--- config.mk ---
export PLATFORM = sky130hd
export DESIGN_NAME = soft_viterbi_decoder_k5_unit
export DESIGN_NICKNAME = d
export VERILOG_FILES = /design/src/sv/svd_pkg.sv /design/src/sv/soft_viterbi_decoder_k5_unit.sv
export VERILOG_INCLUDE_DIRS = /design/src /design/src/sv
export SDC_FILE = /design/constraint.sdc
export NUM_CORES = 2
export LEC_CHECK = 0
export CAP_MARGIN = 20
export CORE_MARGIN = 2
export CORE_UTILIZATION = 40
export DETAILED_ROUTE_END_ITERATION = 10
export DONT_BUFFER_PORTS = 1
export PLACE_DENSITY_LB_ADDON = 0.05
export SYNTH_ARGS = -nofsm -noshare
export SYNTH_HDL_FRONTEND = slang
export SYNTH_SLANG_ARGS = --single-unit
--- constraint.sdc ---
create_clock -name clk -period 13.9 [get_ports clk]
set_clock_uncertainty 0.2 [all_clocks]
set_input_delay 0.695 -clock clk [delete_from_list [all_inputs] [get_ports clk]]
set_output_delay 0.695 -clock clk [all_outputs]
set_load 0.1 [all_outputs]
--- src/sv/soft_viterbi_decoder_k5_unit_macros.svh ---
// Assertion macros shared by the soft-decision Viterbi decoder.
// Depends on nothing; included by files that carry assertions.
`ifndef SOFT_VITERBI_DECODER_K5_UNIT_MACROS_SVH
`define SOFT_VITERBI_DECODER_K5_UNIT_MACROS_SVH
// Implication checked on every rising clock edge outside reset.
`define SVD_ASSERT_IMP(label, clk, rst_n, ante, cons, msg) \
    label: assert property (@(posedge clk) disable iff (!rst_n) (ante) |-> (cons)) \
        else $error(msg);
// Next-cycle implication checked outside reset.
`define SVD_ASSERT_NEXT(label, clk, rst_n, ante, cons, msg) \
    label: assert property (@(posedge clk) disable iff (!rst_n) (ante) |=> (cons)) \
        else $error(msg);
`endif

--- src/sv/svd_pkg.sv ---
// Package for the soft-decision Viterbi decoder: constants and a trellis function.
// Depends on nothing.
`default_nettype none
package svd_pkg;
    localparam int NumStates = 16;
    localparam int DefTracebackDepth = 32;
    localparam int DefSoftBits = 8;
    localparam int DefMetricBits = 24;
    localparam logic [4:0] PolyA = 5'h17;
    localparam logic [4:0] PolyB = 5'h19;

    // Coded pair for predecessor state s and input bit b: {first, second}.
    function automatic logic [1:0] code_pair(input logic [3:0] s, input logic b);
        logic [4:0] w;
        begin
            w = {b, s};
            code_pair = {^(w & PolyA), ^(w & PolyB)};
        end
    endfunction
endpackage
`default_nettype wire

--- src/sv/soft_viterbi_decoder_k5_unit.sv ---
// Top level of the soft-decision Viterbi decoder (K=5, rate 1/2, 16 states).
// Depends on svd_pkg and soft_viterbi_decoder_k5_unit_macros.svh.
`default_nettype none
`include "soft_viterbi_decoder_k5_unit_macros.svh"
// One symbol (a pair of signed soft samples, +2^(SOFT_BITS-2) meaning +1.0) is
// taken per transfer while in_stall is low; the block then works alone on it.
// A single shared add-compare-select unit walks the 16 next states one per
// cycle, a minimum/best-state pass over the 16 states follows, and then a
// renormalize pass writes the metrics back. Once the survivor ring is full,
// a ring read setup step, a serial traceback of one ring entry per cycle
// (TRACEBACK_DEPTH entries) and an output load step follow. These passes run
// in turn since there is a single ACS unit and a single ring read port.
// The decoded bit sits in an output register, and the next symbol is accepted
// while it waits to be taken; only if the previous bit is still held when the
// next traceback ends does the block wait for the output side.
// There is no clearing pass: the ring is only read once it has been filled.
module soft_viterbi_decoder_k5_unit #(
    parameter int TRACEBACK_DEPTH = svd_pkg::DefTracebackDepth,
    parameter int SOFT_BITS       = svd_pkg::DefSoftBits,
    parameter int METRIC_BITS     = svd_pkg::DefMetricBits
) (
    input  wire                        clk,
    input  wire                        rst_n,
    input  wire                        in_valid,
    output logic                       in_stall,
    input  wire signed [SOFT_BITS-1:0] soft_first,
    input  wire signed [SOFT_BITS-1:0] soft_second,
    output logic                       out_valid,
    input  wire                        out_stall,
    output logic                       decoded_bit
);
    localparam int PtrBits = $clog2(TRACEBACK_DEPTH);
    localparam int CntBits = $clog2(TRACEBACK_DEPTH + 1);
    localparam int BmBits  = 2 * SOFT_BITS + 1;
    localparam logic [METRIC_BITS-1:0] MetricMax = '1;
    localparam logic [PtrBits-1:0] LastIdx = PtrBits'(TRACEBACK_DEPTH - 1);
    localparam logic [CntBits-1:0] FullCnt = CntBits'(TRACEBACK_DEPTH);

    localparam logic [2:0] StIdle = 3'd0;
    localparam logic [2:0] StAcs  = 3'd1;
    localparam logic [2:0] StMin  = 3'd2;
    localparam logic [2:0] StNorm = 3'd3;
    localparam logic [2:0] StRead = 3'd4;
    localparam logic [2:0] StTb   = 3'd5;
    localparam logic [2:0] StOut  = 3'd6;

    logic [2:0] state_reg, state_next;
    logic [3:0] cnt_reg;
    logic [PtrBits-1:0] tb_cnt_reg;
    logic signed [SOFT_BITS-1:0] x0_reg, x1_reg;
    logic [METRIC_BITS-1:0] pm_reg [svd_pkg::NumStates];
    logic [METRIC_BITS-1:0] nm_reg [svd_pkg::NumStates];
    logic [15:0] reached_reg, nr_reg, dec_reg;
    logic [PtrBits-1:0] wp_reg, idx_reg;
    logic [CntBits-1:0] fill_reg;
    logic [METRIC_BITS-1:0] min_reg;
    logic [3:0] best_reg, st_reg;
    logic any_reg, bit_reg;
    logic out_valid_reg, out_bit_reg;
    logic [15:0] ring [TRACEBACK_DEPTH];
    logic [15:0] ring_rd_reg;

    // Shared ACS unit for next state cnt_reg.
    logic [3:0] pe, po;
    logic b;
    logic [1:0] ce, co;
    logic [BmBits-1:0] bm_e, bm_o;
    logic [METRIC_BITS:0] me_sum, mo_sum;
    logic [METRIC_BITS-1:0] me, mo;
    logic sel_odd, any_pred;

    function automatic logic [BmBits-1:0] bmetric(input logic [1:0] c,
                                                  input logic signed [SOFT_BITS-1:0] a0,
                                                  input logic signed [SOFT_BITS-1:0] a1);
        logic signed [SOFT_BITS+1:0] one, e0, e1;
        logic [2*SOFT_BITS+1:0] q0, q1;
        begin
            one = (SOFT_BITS+2)'(1) <<< (SOFT_BITS - 2);
            e0 = (c[1] ? one : -one) - (SOFT_BITS+2)'(a0);
            e1 = (c[0] ? one : -one) - (SOFT_BITS+2)'(a1);
            q0 = (2*SOFT_BITS+2)'(e0 * e0);
            q1 = (2*SOFT_BITS+2)'(e1 * e1);
            bmetric = BmBits'(q0 + q1);
        end
    endfunction

    always_comb
    begin
        b = cnt_reg[3];
        pe = {cnt_reg[2:0], 1'b0};
        po = {cnt_reg[2:0], 1'b1};
        ce = svd_pkg::code_pair(pe, b);
        co = svd_pkg::code_pair(po, b);
        bm_e = bmetric(ce, x0_reg, x1_reg);
        bm_o = bmetric(co, x0_reg, x1_reg);
        me_sum = {1'b0, pm_reg[pe]} + (METRIC_BITS+1)'(bm_e);
        mo_sum = {1'b0, pm_reg[po]} + (METRIC_BITS+1)'(bm_o);
        me = me_sum[METRIC_BITS] ? MetricMax : me_sum[METRIC_BITS-1:0];
        mo = mo_sum[METRIC_BITS] ? MetricMax : mo_sum[METRIC_BITS-1:0];
        sel_odd = reached_reg[po] && (!reached_reg[pe] || mo < me);
        any_pred = reached_reg[pe] || reached_reg[po];
    end

    always_comb
    begin
        state_next = state_reg;
        case (state_reg)
            StIdle: if (in_valid) state_next = StAcs;
            StAcs:  if (cnt_reg == 4'd15) state_next = StMin;
            StMin:  if (cnt_reg == 4'd15) state_next = StNorm;
            StNorm:
                // The fill count steps at this same edge, so a count one short
                // of full already means the ring is full for this symbol.
                if (cnt_reg == 4'd15)
                    state_next = (fill_reg == FullCnt || fill_reg == FullCnt - 1'b1)
                                 ? StRead : StIdle;
            StRead: state_next = StTb;
            StTb:   if (tb_cnt_reg == LastIdx) state_next = StOut;
            StOut:  if (!out_valid_reg || !out_stall) state_next = StIdle;
            default: state_next = StIdle;
        endcase
    end

    assign in_stall    = (state_reg != StIdle);
    assign out_valid   = out_valid_reg;
    assign decoded_bit = out_bit_reg;

    always_ff @(posedge clk or negedge rst_n)
    begin
        if (!rst_n)
        begin
            state_reg     <= StIdle;
            cnt_reg       <= '0;
            tb_cnt_reg    <= '0;
            reached_reg   <= 16'h0001;
            wp_reg        <= '0;
            fill_reg      <= '0;
            out_valid_reg <= 1'b0;
            for (int i = 0; i < svd_pkg::NumStates; i++) pm_reg[i] <= '0;
        end
        else
        begin
            state_reg <= state_next;
            if (out_valid_reg && !out_stall && state_reg != StOut) out_valid_reg <= 1'b0;
            case (state_reg)
                StIdle:
                    if (in_valid)
                    begin
                        x0_reg  <= soft_first;
                        x1_reg  <= soft_second;
                        cnt_reg <= '0;
                        dec_reg <= '0;
                    end
                StAcs:
                begin
                    nr_reg[cnt_reg]  <= any_pred;
                    dec_reg[cnt_reg] <= sel_odd;
                    nm_reg[cnt_reg]  <= !any_pred ? '0 : (sel_odd ? mo : me);
                    cnt_reg <= cnt_reg + 4'd1;
                    any_reg <= 1'b0;
                    min_reg <= '0;
                    best_reg <= '0;
                end
                StMin:
                begin
                    if (nr_reg[cnt_reg] && (!any_reg || nm_reg[cnt_reg] < min_reg))
                    begin
                        min_reg  <= nm_reg[cnt_reg];
                        best_reg <= cnt_reg;
                        any_reg  <= 1'b1;
                    end
                    cnt_reg <= cnt_reg + 4'd1;
                end
                StNorm:
                begin
                    pm_reg[cnt_reg] <= nr_reg[cnt_reg] ? nm_reg[cnt_reg] - min_reg : '0;
                    reached_reg[cnt_reg] <= nr_reg[cnt_reg];
                    cnt_reg <= cnt_reg + 4'd1;
                    if (cnt_reg == 4'd15)
                    begin
                        wp_reg  <= (wp_reg == LastIdx) ? '0 : wp_reg + 1'b1;
                        idx_reg <= wp_reg;
                        st_reg  <= best_reg;
                        if (fill_reg != FullCnt) fill_reg <= fill_reg + 1'b1;
                    end
                end
                StRead:
                begin
                    tb_cnt_reg <= '0;
                    idx_reg <= (idx_reg == '0) ? LastIdx : idx_reg - 1'b1;
                end
                StTb:
                begin
                    bit_reg <= st_reg[3];
                    st_reg  <= {st_reg[2:0], ring_rd_reg[st_reg]};
                    idx_reg <= (idx_reg == '0) ? LastIdx : idx_reg - 1'b1;
                    tb_cnt_reg <= tb_cnt_reg + 1'b1;
                end
                StOut:
                    if (!out_valid_reg || !out_stall)
                    begin
                        out_valid_reg <= 1'b1;
                        out_bit_reg   <= bit_reg;
                    end
                default: ;
            endcase
        end
    end

    // Survivor ring: written once per symbol at the start of the minimum pass,
    // read through a registered port whose address runs one step ahead of use.
    always_ff @(posedge clk)
    begin
        if (state_reg == StMin && cnt_reg == 4'd0) ring[wp_reg] <= dec_reg;
        ring_rd_reg <= ring[idx_reg];
    end

    `SVD_ASSERT_IMP(a_ready_idle, clk, rst_n, !in_stall, state_reg == StIdle,
        "input taken outside idle")
    `SVD_ASSERT_IMP(a_out_full, clk, rst_n, state_reg == StTb, fill_reg == FullCnt,
        "traceback before the ring is full")
    `SVD_ASSERT_NEXT(a_reach, clk, rst_n, state_reg == StNorm && cnt_reg == 4'd15,
        reached_reg != 16'h0000, "no reached state after renormalize")
endmodule
`default_nettype wire

==> metrics.txt <==
Rows=155; Peak Freq=~0.076 GHz; RSZ-0062 raised after global routing=no; pre-CTS WS=about 0.46 ns; XOR/XNOR Fraction of Synth Area=~1.7%; Hold Crit Class=in -> reg; multiplexer area fraction after synthesis=about an eighth; CP startpoint kind=register; Critical Path Slowest Stage Cell=ha_1; leading cell types in the layout, fill and taps excluded=edfxtp_1, nand2_1, dfrtp_1; YS warnings=0; Worst-Skew Late Latency=around 0.83 ns; vias per inst=~5.4; Fin. Hold Viols=0; CP Max Fanout=24; H-tree levels=4; register area share after synthesis=~57%; Longest Clk Path Bufs=3; worst hold path stage count=4; DRT Wirelength=between 150000 and 200000 microns; Synth cell types=91; Arr. time, crit path=around 14 ns; IO Port Bufs=0; reg2reg end=nm_reg[11][0]; #FFs+latches synth=around 1.4k; Post-CTS Setup Bufs=0; CTS tree=done; initial core utilization=40.2%; DP Wirelength=around 130000 microns; largest family of logic cells by synthesized area=multiplexers; min cycle time layout=13.11 ns; setup ws final=between 0.7 and 0.8 ns; Post-Syn Instances=~5k; # IOs=23; GR Overflow Total=0; crit end category=register; Synth Area in Adders=between 10% and 20%; CP required=around 14 ns; max cap viols=0; syn nets=~5.6k; 1st-pass router iterations=8; Die Wd=427 microns; root buffer cell=clkbuf_16; most used cell, CP=fa_1; worst r2r src=cnt_reg[2]; die area=between 150000 and 200000 sq um; CP Launch Point=cnt_reg[2]; vias in the first global route=42.9k; ys flop type=edfxtp_1; Nets=5651; share of cells above drive strength 1=between 15 and 20%; WS Path Type=reg -> reg; commonest non-fill, non-tap cell in the layout=edfxtp_1; Largest stage delay, worst path=0.60 ns; crit path to=nm_reg[11][0]; GP Congestion=between 0.8 and 0.9; P&R area growth vs syn=12.6%; total global-route track usage=between 20 and 25%; Worst Reg-to-Reg Cells=44; core area=178000 sq um; Synth Area in Compound Gates=5.84%; flop2flop setup slack=0.79 ns; outcome=finished, final reports clean; TritonCTS Buffers=around 160; Num Clock Sinks=~1.4k; setup TNS=0 ns; Post-synth EDFFs=between 900 and 1k; DIE HEIGHT=427 microns; DRC viols=0; Slew HR=~15%; Post-Synth Simple-Gate Area=roughly 7.2%; mapped cell area=71600 sq um; Via Count=about 41k; Routed Antenna Nets=0; initial antenna violation count=1; # setup viols final=0; Final Cycle Share=94.3%; max reg flops=just over 500; Worst-path clk slew=about 0.060 ns; pin count of the biggest net entering global routing=between 400 and 500; Least-Margin Pin Slew=about 1.3 ns; first-pass GRT wire length=298000 microns; syn_area_per_cell=14.1 sq um; WL/cell=26.2 microns; Slew Limit Fails=0; Initial DRC Count=about 3.2k; async set-reset flop share out of synthesis=roughly 30%
-- cell usage after synthesis, types with 9 or more instances --
library cell	number	area share, %
a211oi_1	9	0.094
a21o_1	28	0.29
a21oi_1	68	0.48
a311oi_2	13	0.27
and2_1	58	0.51
and3_1	12	0.10
buf_1	25	0.13
buf_2	30	0.21
clkbuf_1	185	0.97
dfrtp_1	423	15
dfxtp_1	16	0.45
edfxtp_1	984	41
fa_1	295	8.2
ha_1	195	3.4
inv_1	408	2.1
mux2_2	44	0.69
mux2i_1	17	0.24
mux4_2	382	12
nand2_1	684	3.6
nand2b_1	24	0.21
nand3_1	41	0.29
nor2_1	269	1.4
nor2b_1	18	0.16
nor3_1	35	0.24
o21a_1	32	0.34
o21ai_0	416	2.9
o21ai_2	11	0.13
o22ai_1	34	0.30
or2_2	9	0.079
or3_1	13	0.11
xnor2_1	112	1.4
xor2_1	31	0.38
-- metal layers --
layer  routed length (microns)  part of all wire (%)  vias to the layer above  global-route usage [%]
li1                          -                     -                    18400                       -
met1                     90200                    45                    21600                    31.2
met2                     99200                    50                      705                    37.3
met3                      6070                   3.0                      241                    2.65
met4                      4480                   2.2                        0                    5.75
met5                         0                     0                        -                       0
-- stage by stage --
step / std cells / area [sq um] / hold WS (ns) / util, %
after global routing: 7628 / 80600 / 0.0546 / 45.2
after detailed placement: 7307 / 74900 / 0.207 / 42.0
after CTS: 7619 / 80400 / 0.0137 / 45.1
after floorplan: 5078 / 71600 / 0.199 / -
final: 7629 / 80600 / 0.0966 / 45.2
after global placement: 7302 / 74900 / 0.208 / 42.0
-- worst min-delay path by stage --
stage                   from          to
global route           rst_n   st_reg[3]
CTS                    rst_n   st_reg[2]
floorplan              rst_n  cnt_reg[0]
detailed placement     rst_n  pm_reg[40]
global placement       rst_n  pm_reg[88]
finish              in_valid  cnt_reg[2]
-- logic make-up after synthesis --
| family | Yosys count |
|---|---|
| AOI/OAI and AO/OA | 692 |
| xor gates and xnor gates | 143 |
| DFF | 1424 |
| adders and majority gates | 490 |
| muxes | 455 |
| buffers and inverters | 666 |
| and+or+nand+nor | 1208 |
-- repair_timing --
action	4_1_cts	5_1_grt
hold buffers	20	1
setup endpoints to repair	0	400
resized for setup	0	5
endpoints found under the hold margin	442	109
-- area by class of cell --
type / instances / area, sq um
Fill cell: 15800 / 97600
Sequential cell: 1424 / 40500
Multi-Input combinational cell: 2988 / 28900
Clock buffer: 222 / 4370
Tap cell: 2355 / 2950
Inverter: 414 / 1550
Timing Repair Buffer: 155 / 1470
Clock inverter: 70 / 857
Antenna cell: 1 / 2.50
-- critical path, delay by kind of cell, from the launching register on --
kind            cells  cell delay [ns]
fa+ha+maj          12             5.41
compound gates      9             1.98
simple gates       11             2.64
xor+xnor            1             0.33
buf+inv            10             1.34
mux                 1             0.42
flops               1             0.57
Power is left out: the tool's default activity adds up to more than one toggle a clock period on the data nets, which glitch-free logic cannot reach.
